==> src/rtl/lmts_pkg.sv <==
// package: shared types, register indexes and operation codes for the pixel select unit
`timescale 1ns / 1ps
package lmts_pkg;

  localparam int CFG_AW = 3;
  localparam int CFG_DW = 16;
  localparam int IDX_W  = 20;

  localparam logic [CFG_AW-1:0] REG_FRAME_WIDTH  = 3'd0;
  localparam logic [CFG_AW-1:0] REG_FRAME_HEIGHT = 3'd1;
  localparam logic [CFG_AW-1:0] REG_CONF_THRESH  = 3'd2;
  localparam logic [CFG_AW-1:0] REG_MAX_TRANSFER = 3'd3;
  localparam logic [CFG_AW-1:0] REG_FORCE_ALL    = 3'd4;
  localparam logic [CFG_AW-1:0] REG_EIGHT_CONN   = 3'd5;

  localparam logic [1:0] OP_PIXEL  = 2'd0;
  localparam logic [1:0] OP_DRAIN  = 2'd1;
  localparam logic [1:0] OP_FINISH = 2'd2;

  localparam logic [1:0] LABEL_OPEN = 2'd2;

  localparam logic [3:0] NB_COUNT = 4'd9;

  // row and column offset codes: 0 is one ahead, 1 same, 2 one behind
  typedef struct packed {
    logic [1:0] uy;
    logic [1:0] ux;
  } nb_ofs_t;

  typedef struct packed {
    logic in_ready;
    logic pix_step;
    logic fin_start;
    logic rd_step;
    logic dec_load;
    logic emit_load;
  } lmts_cmd_t;

  typedef struct packed {
    logic [1:0] op;
    logic       skip;
    logic       has_ctr;
    logic       rd_done;
    logic       out_free;
    logic       emit_done;
  } lmts_st_t;

  function automatic nb_ofs_t nb_ofs(input logic [3:0] k);
    nb_ofs_t o;
    case (k)
      4'd1:    o = '{uy: 2'd0, ux: 2'd0};
      4'd2:    o = '{uy: 2'd0, ux: 2'd1};
      4'd3:    o = '{uy: 2'd0, ux: 2'd2};
      4'd4:    o = '{uy: 2'd1, ux: 2'd0};
      4'd5:    o = '{uy: 2'd1, ux: 2'd2};
      4'd6:    o = '{uy: 2'd2, ux: 2'd0};
      4'd7:    o = '{uy: 2'd2, ux: 2'd1};
      4'd8:    o = '{uy: 2'd2, ux: 2'd2};
      default: o = '{uy: 2'd1, ux: 2'd1};
    endcase
    return o;
  endfunction

endpackage

==> src/rtl/lmts_ctrl.sv <==
// controller: sequences pixel writes, window reads, decisions and list output
`timescale 1ns / 1ps
module lmts_ctrl (
  input  logic                  clk,
  input  logic                  rst_n,
  input  logic                  in_accept,
  input  lmts_pkg::lmts_st_t    st,
  output lmts_pkg::lmts_cmd_t   cmd
);
  import lmts_pkg::*;

  localparam logic [2:0] S_IDLE = 3'd0;
  localparam logic [2:0] S_DISP = 3'd1;
  localparam logic [2:0] S_RD   = 3'd2;
  localparam logic [2:0] S_DEC  = 3'd3;
  localparam logic [2:0] S_FIN  = 3'd4;

  logic [2:0] state_r;
  logic [2:0] state_nxt;

  always_comb begin
    cmd       = '0;
    state_nxt = state_r;
    unique case (state_r)
      S_IDLE: begin
        cmd.in_ready = 1'b1;
        if (in_accept) begin
          state_nxt = S_DISP;
        end
      end
      S_DISP: begin
        unique case (st.op) inside
          OP_PIXEL, OP_DRAIN: begin
            if (st.skip) begin
              state_nxt = S_IDLE;
            end else begin
              cmd.pix_step = 1'b1;
              state_nxt    = st.has_ctr ? S_RD : S_IDLE;
            end
          end
          OP_FINISH: begin
            cmd.fin_start = 1'b1;
            state_nxt     = S_FIN;
          end
          default: state_nxt = S_IDLE;
        endcase
      end
      S_RD: begin
        cmd.rd_step = 1'b1;
        if (st.rd_done) begin
          state_nxt = S_DEC;
        end
      end
      S_DEC: begin
        if (st.out_free) begin
          cmd.dec_load = 1'b1;
          state_nxt    = S_IDLE;
        end
      end
      S_FIN: begin
        if (st.out_free) begin
          cmd.emit_load = 1'b1;
          if (st.emit_done) begin
            state_nxt = S_IDLE;
          end
        end
      end
      default: state_nxt = S_IDLE;
    endcase
  end

  always_ff @(posedge clk) begin
    if (!rst_n) begin
      state_r <= S_IDLE;
    end else begin
      state_r <= state_nxt;
    end
  end
endmodule

==> config.mk <==
export PLATFORM = sky130hd
export DESIGN_NAME = lmts_ctrl
export DESIGN_NICKNAME = d
export VERILOG_FILES = /design/src/rtl/lmts_pkg.sv /design/src/rtl/lmts_ctrl.sv
export SDC_FILE = /design/constraint.sdc
export NUM_CORES = 1
export LEC_CHECK = 0
export BUFFER_PORTS_ARGS = -buffer_cell sky130_fd_sc_hd__buf_4
export CORE_AREA = 5 5 42 44
export DETAILED_ROUTE_END_ITERATION = 10
export DIE_AREA = 0 0 47 49
export GPL_TIMING_DRIVEN = 0
export SLEW_MARGIN = 20
export SYNTH_ARGS = -nofsm -noshare
export SYNTH_HDL_FRONTEND = slang
export SYNTH_SLANG_ARGS = --single-unit
==> constraint.sdc <==
create_clock -name clk -period 1.9 [get_ports clk]
set_clock_uncertainty 0.15 [all_clocks]
set_input_delay 0.38 -clock clk [delete_from_list [all_inputs] [get_ports clk]]
set_output_delay 0.38 -clock clk [all_outputs]
set_load 0.01 [all_outputs]
# Word level (Yosys, flattened, before mapping)

Cells that the tools add are included.

Multipliers: 0
Shift operators: 0
Order comparisons: 0
Reductions and logical operators: 4
Multiplexer cells: 18
Eq/ne operators: 11
Divide/modulo/power cells: 0
Bitwise logic cells: 0
Add/sub/neg operators: 0

Operators with widths:

| cell               | count |
|---|---|
| $mux 3             | 5 |
| $pmux 3 s5         | 1 |
| $ne 2x2->1 const B | 5 |
| $mux 1             | 8 |
| $eq 3x2->1 const B | 2 |
| $mux 2             | 3 |
| $pmux 3 s2         | 1 |
| $reduce_and 5->1   | 1 |
| $eq 3x1->1 const B | 1 |
| $eq 3x3->1 const B | 1 |
| $logic_not 3->1    | 1 |
| $eq 2x1->1 const B | 1 |
| $eq 2x2->1 const B | 1 |
| $logic_not 2->1    | 1 |
| $reduce_or 2->1    | 1 |

Register bits after elaboration: 3
Memory bits (writable): 0
Memories kept: 0
Latch bits: 0
ROM bits: 0
Logic and storage cells: 34
Output and inout port bits: 6

# Logic depth before layout (Yosys ltp)

Depth after elaboration: 4
Mapped depth: 4
Mapped depth without buffers: 4

# Least setup slack after synthesis

OpenSTA, ideal clock, no wires.

Kind: register to output
From: register state_r[0]
To: output port cmd[3] (netlist bit)
Data required time: 1370 ps
Arrival time: 1054 ps
Stages on the path, launching flop included: 3
Path buffers: 0
Slack: 316 ps
Cells stage by stage: dfxtp_1 -> or3b_4 -> nor3b_2

RTL lines:

| element                  | RTL line        | text |
|---|---|---|
| start: declaration       | lmts_ctrl.sv:18 | `logic [2:0] state_r;` |
| start signal: assignment | lmts_ctrl.sv:76 | `state_r <= state_nxt;` |
| end: declaration         | lmts_ctrl.sv:8  | `output lmts_pkg::lmts_cmd_t cmd` |

==> results.sh <==
export IMPL_arrival_ns=1.34
export IMPL_dpl_hpwl_um=522
export IMPL_power_frac_comb_pct=26.9
export IMPL_antenna_found_initial=0
export IMPL_synth_nets=38
export IMPL_fin_ws_ns=0.0325
export IMPL_crit_family="simple AND/OR/NAND/NOR gates"
export IMPL_instances_no_fill=65
export IMPL_power_frac_clock_pct=42.8
export IMPL_ctsHtreeMaxLevel=1
export IMPL_post_route_min_period_ns=1.87
export IMPL_largest_reg_flops=3
export IMPL_switchingPower_mw=0.0711
export IMPL_dp_cells=59
export IMPL_yosysWarnings=0
export IMPL_grt_max_degree=9
export IMPL_slowest_stage="or3b_4"
export IMPL_ir_worst_vdd_uv=206
export IMPL_hold_path_class="in2reg"
export IMPL_ant_nets=0
export IMPL_grt_pass1_vias=252
export IMPL_holdWs_ns=0.236
export IMPL_syn_to_final_growth_pct=83.6
export IMPL_die_w_um=47
export IMPL_netlist_area_leader_share_pct=28.1
export IMPL_synth_edf_count=0
export IMPL_grt_pass1_wl_um=1010
export IMPL_power_density_nw_per_um2=661
export IMPL_worst_path_buf_inv=1
export IMPL_clk_path_buf_depth=2
export IMPL_synth_seq_cells=3
export IMPL_cts_hold_buf=0
export IMPL_drive_above_1_share_pct=51.0
export IMPL_status="finished clean"
export IMPL_gr_total_overflow=0
export IMPL_grt_util_met1_pct=6.35
export IMPL_relSlewSlack_pct=82.8
export IMPL_numCtsBuffers=3
export IMPL_clk_latency_ns=0.23
export IMPL_cp_required_ns=1.37
export IMPL_gp_congestion=0.709
export IMPL_fmax_ghz=0.535
export IMPL_cpPeakStageDelay_ns=0.40
export IMPL_synth_area_leader_cell="dfxtp_1"
export IMPL_swShare_pct=27.4
export IMPL_numClockSinks=3
export IMPL_netlist_area_um2=214
export IMPL_intPower_mw=0.189
export IMPL_hold_viol_final=0
export IMPL_regMostFlops="state_r"
export IMPL_p_leak_nw=0.177
export IMPL_start_util_pct=15.3
export IMPL_syn_inst=28
export IMPL_path_cells="or3b_4 -> nor3b_2 -> buf_4"
export IMPL_synth_most_common_cell="nand2_1"
export IMPL_layout_nets=60
export IMPL_dr_pass1_iters=2
export IMPL_worstSetupEndpointType="primary output"
export IMPL_gr_usage_met2_pct=8.82
export IMPL_p_seq_share_pct=30.3
export IMPL_grtUsageTotal_pct=6.40
export IMPL_crit_type="reg2out"
export IMPL_busiest_layer="met2"
export IMPL_cts_clk_slew_worst_paths_ns=0.04
export IMPL_ys_top_cells_by_area="dfxtp_1, nand2_1, a21oi_1"
export IMPL_reg_top3="state_r: 3 flops"
export IMPL_vias_per_cell=4.34
export IMPL_place_port_buffers=15
export IMPL_path_max_fanout=8
export IMPL_rsz0062_at_grt="true"
export IMPL_slew_violations=0
export IMPL_io_pins=16
export IMPL_die_area_um2=2300
export IMPL_finalWirelength_um=640
export IMPL_synth_top_cells_by_count="nand2_1, a21oi_1, dfxtp_1, o211ai_1"
export IMPL_coreArea_um2=1400
export IMPL_critPathLaunchType="register"
export IMPL_root_buffer="clkbuf_4"
export IMPL_worstMarginPinSlew_ns=0.258
export IMPL_drc=0
export IMPL_synth_cell_type_count=17
export IMPL_synth_flop_cell="dfxtp_1"
export IMPL_maxCapViolations=0
export IMPL_ys_seq_area_share_pct=28.1
export IMPL_wl_per_cell_um=9.85
export IMPL_dieHeight_um=49
export IMPL_async_flop_share_pct=0
export IMPL_post_place_ws_ns=0.161
export IMPL_rows=14
export IMPL_dr_first_iter_drc_count=4
export IMPL_finalCritPeriodShare_pct=98.3
export IMPL_setup_viol=0
export IMPL_cts_tree="built"
export IMPL_vias=282
export IMPL_use_met3_pct=4.06
export IMPL_synth_area_per_cell_um2=7.64
export IMPL_antenna_cells=0
tightest hold or removal path, cell delays in order:
cell,delay (ns)
buf_4,0.12
nand2_1,0.05
a21oi_1,0.03
final timing paths:
| kind | from | end | slack, ns | cells past startpoint |
|---|---|---|---|---|
| min | rst_n | state_r[1] | 0.24 | 3 |
| max reg2reg | state_r[0] | state_r[2] | 0.37 | 6 |
| max | state_r[0] | cmd[3] | 0.03 | 3 |
| min reg2reg | state_r[1] | state_r[0] | 0.39 | 2 |
area by class of cell:
cell class                      count  area (µm²)
Fill cell                         167        1010
Multi-Input combinational cell     24         150
Timing Repair Buffer               17         128
Sequential cell                     3        65.1
Clock buffer                        4        26.3
Tap cell                           16        20.0
Inverter                            1        3.75
cell usage in the layout, fill, tap and decap left out:
master	n
nor3b_1	1
dfxtp_1	1
buf_4	17
nor3_2	1
dfxtp_4	1
a21oi_1	4
nor2b_1	1
clkbuf_1	1
or3b_4	1
o211ai_1	2
a31oi_1	1
nor2_1	1
nand2_1	6
dfxtp_2	1
and4_1	1
clkbuf_4	3
o221ai_1	1
inv_1	1
and3_1	1
nor3b_2	1
nor3_1	1
nand2b_1	1
cell families (layout without fill, tap and decap cells):
group	Yosys count	after routing	share of synthesized area, %
AOI/OAI and AO/OA	8	8	23.4
and+or+nand+nor	16	16	46.8
buffers and inverters	1	22	1.75
DFF	3	3	28.1
timing repair:
item,4_1_cts,5_1_grt
hold endpoints to repair,0,0
endpoints found under the setup margin,2,1
gates resized for setup,3,0
setup buffers,1,1
pin swaps,1,1
power by group through the flow:
stage	sequential [mW]	combinational, mW	clock [mW]
2_1_floorplan	0.0763	0.0349	0
3_3_place_gp	0.0783	0.0679	0
3_5_place_dp	0.0786	0.0684	0
4_1_cts	0.0785	0.0698	0.119
5_1_grt	0.0797	0.0778	0.123
6_report	0.0786	0.0700	0.111
metrics by stage:
stage | cell area [µm²] | power [mW] | utilization (%) | setup TNS [ns]
after global routing | 393 | 0.281 | 28.0 | -0.00518
after global placement | 347 | 0.146 | 24.7 | 0
final | 393 | 0.260 | 28.0 | 0
after CTS | 385 | 0.267 | 27.5 | 0
after detailed placement | 347 | 0.147 | 24.7 | 0
after floorplan | 214 | 0.111 | - | 0
per-layer routing:
layer / part of all wire (%) / up-vias
met2: 48 / 8
met3: 13 / 0
met4: 0 / 0
li1: - / 146
met1: 39 / 128
met5: 0 / -
Power figures use the tool's default switching activity.
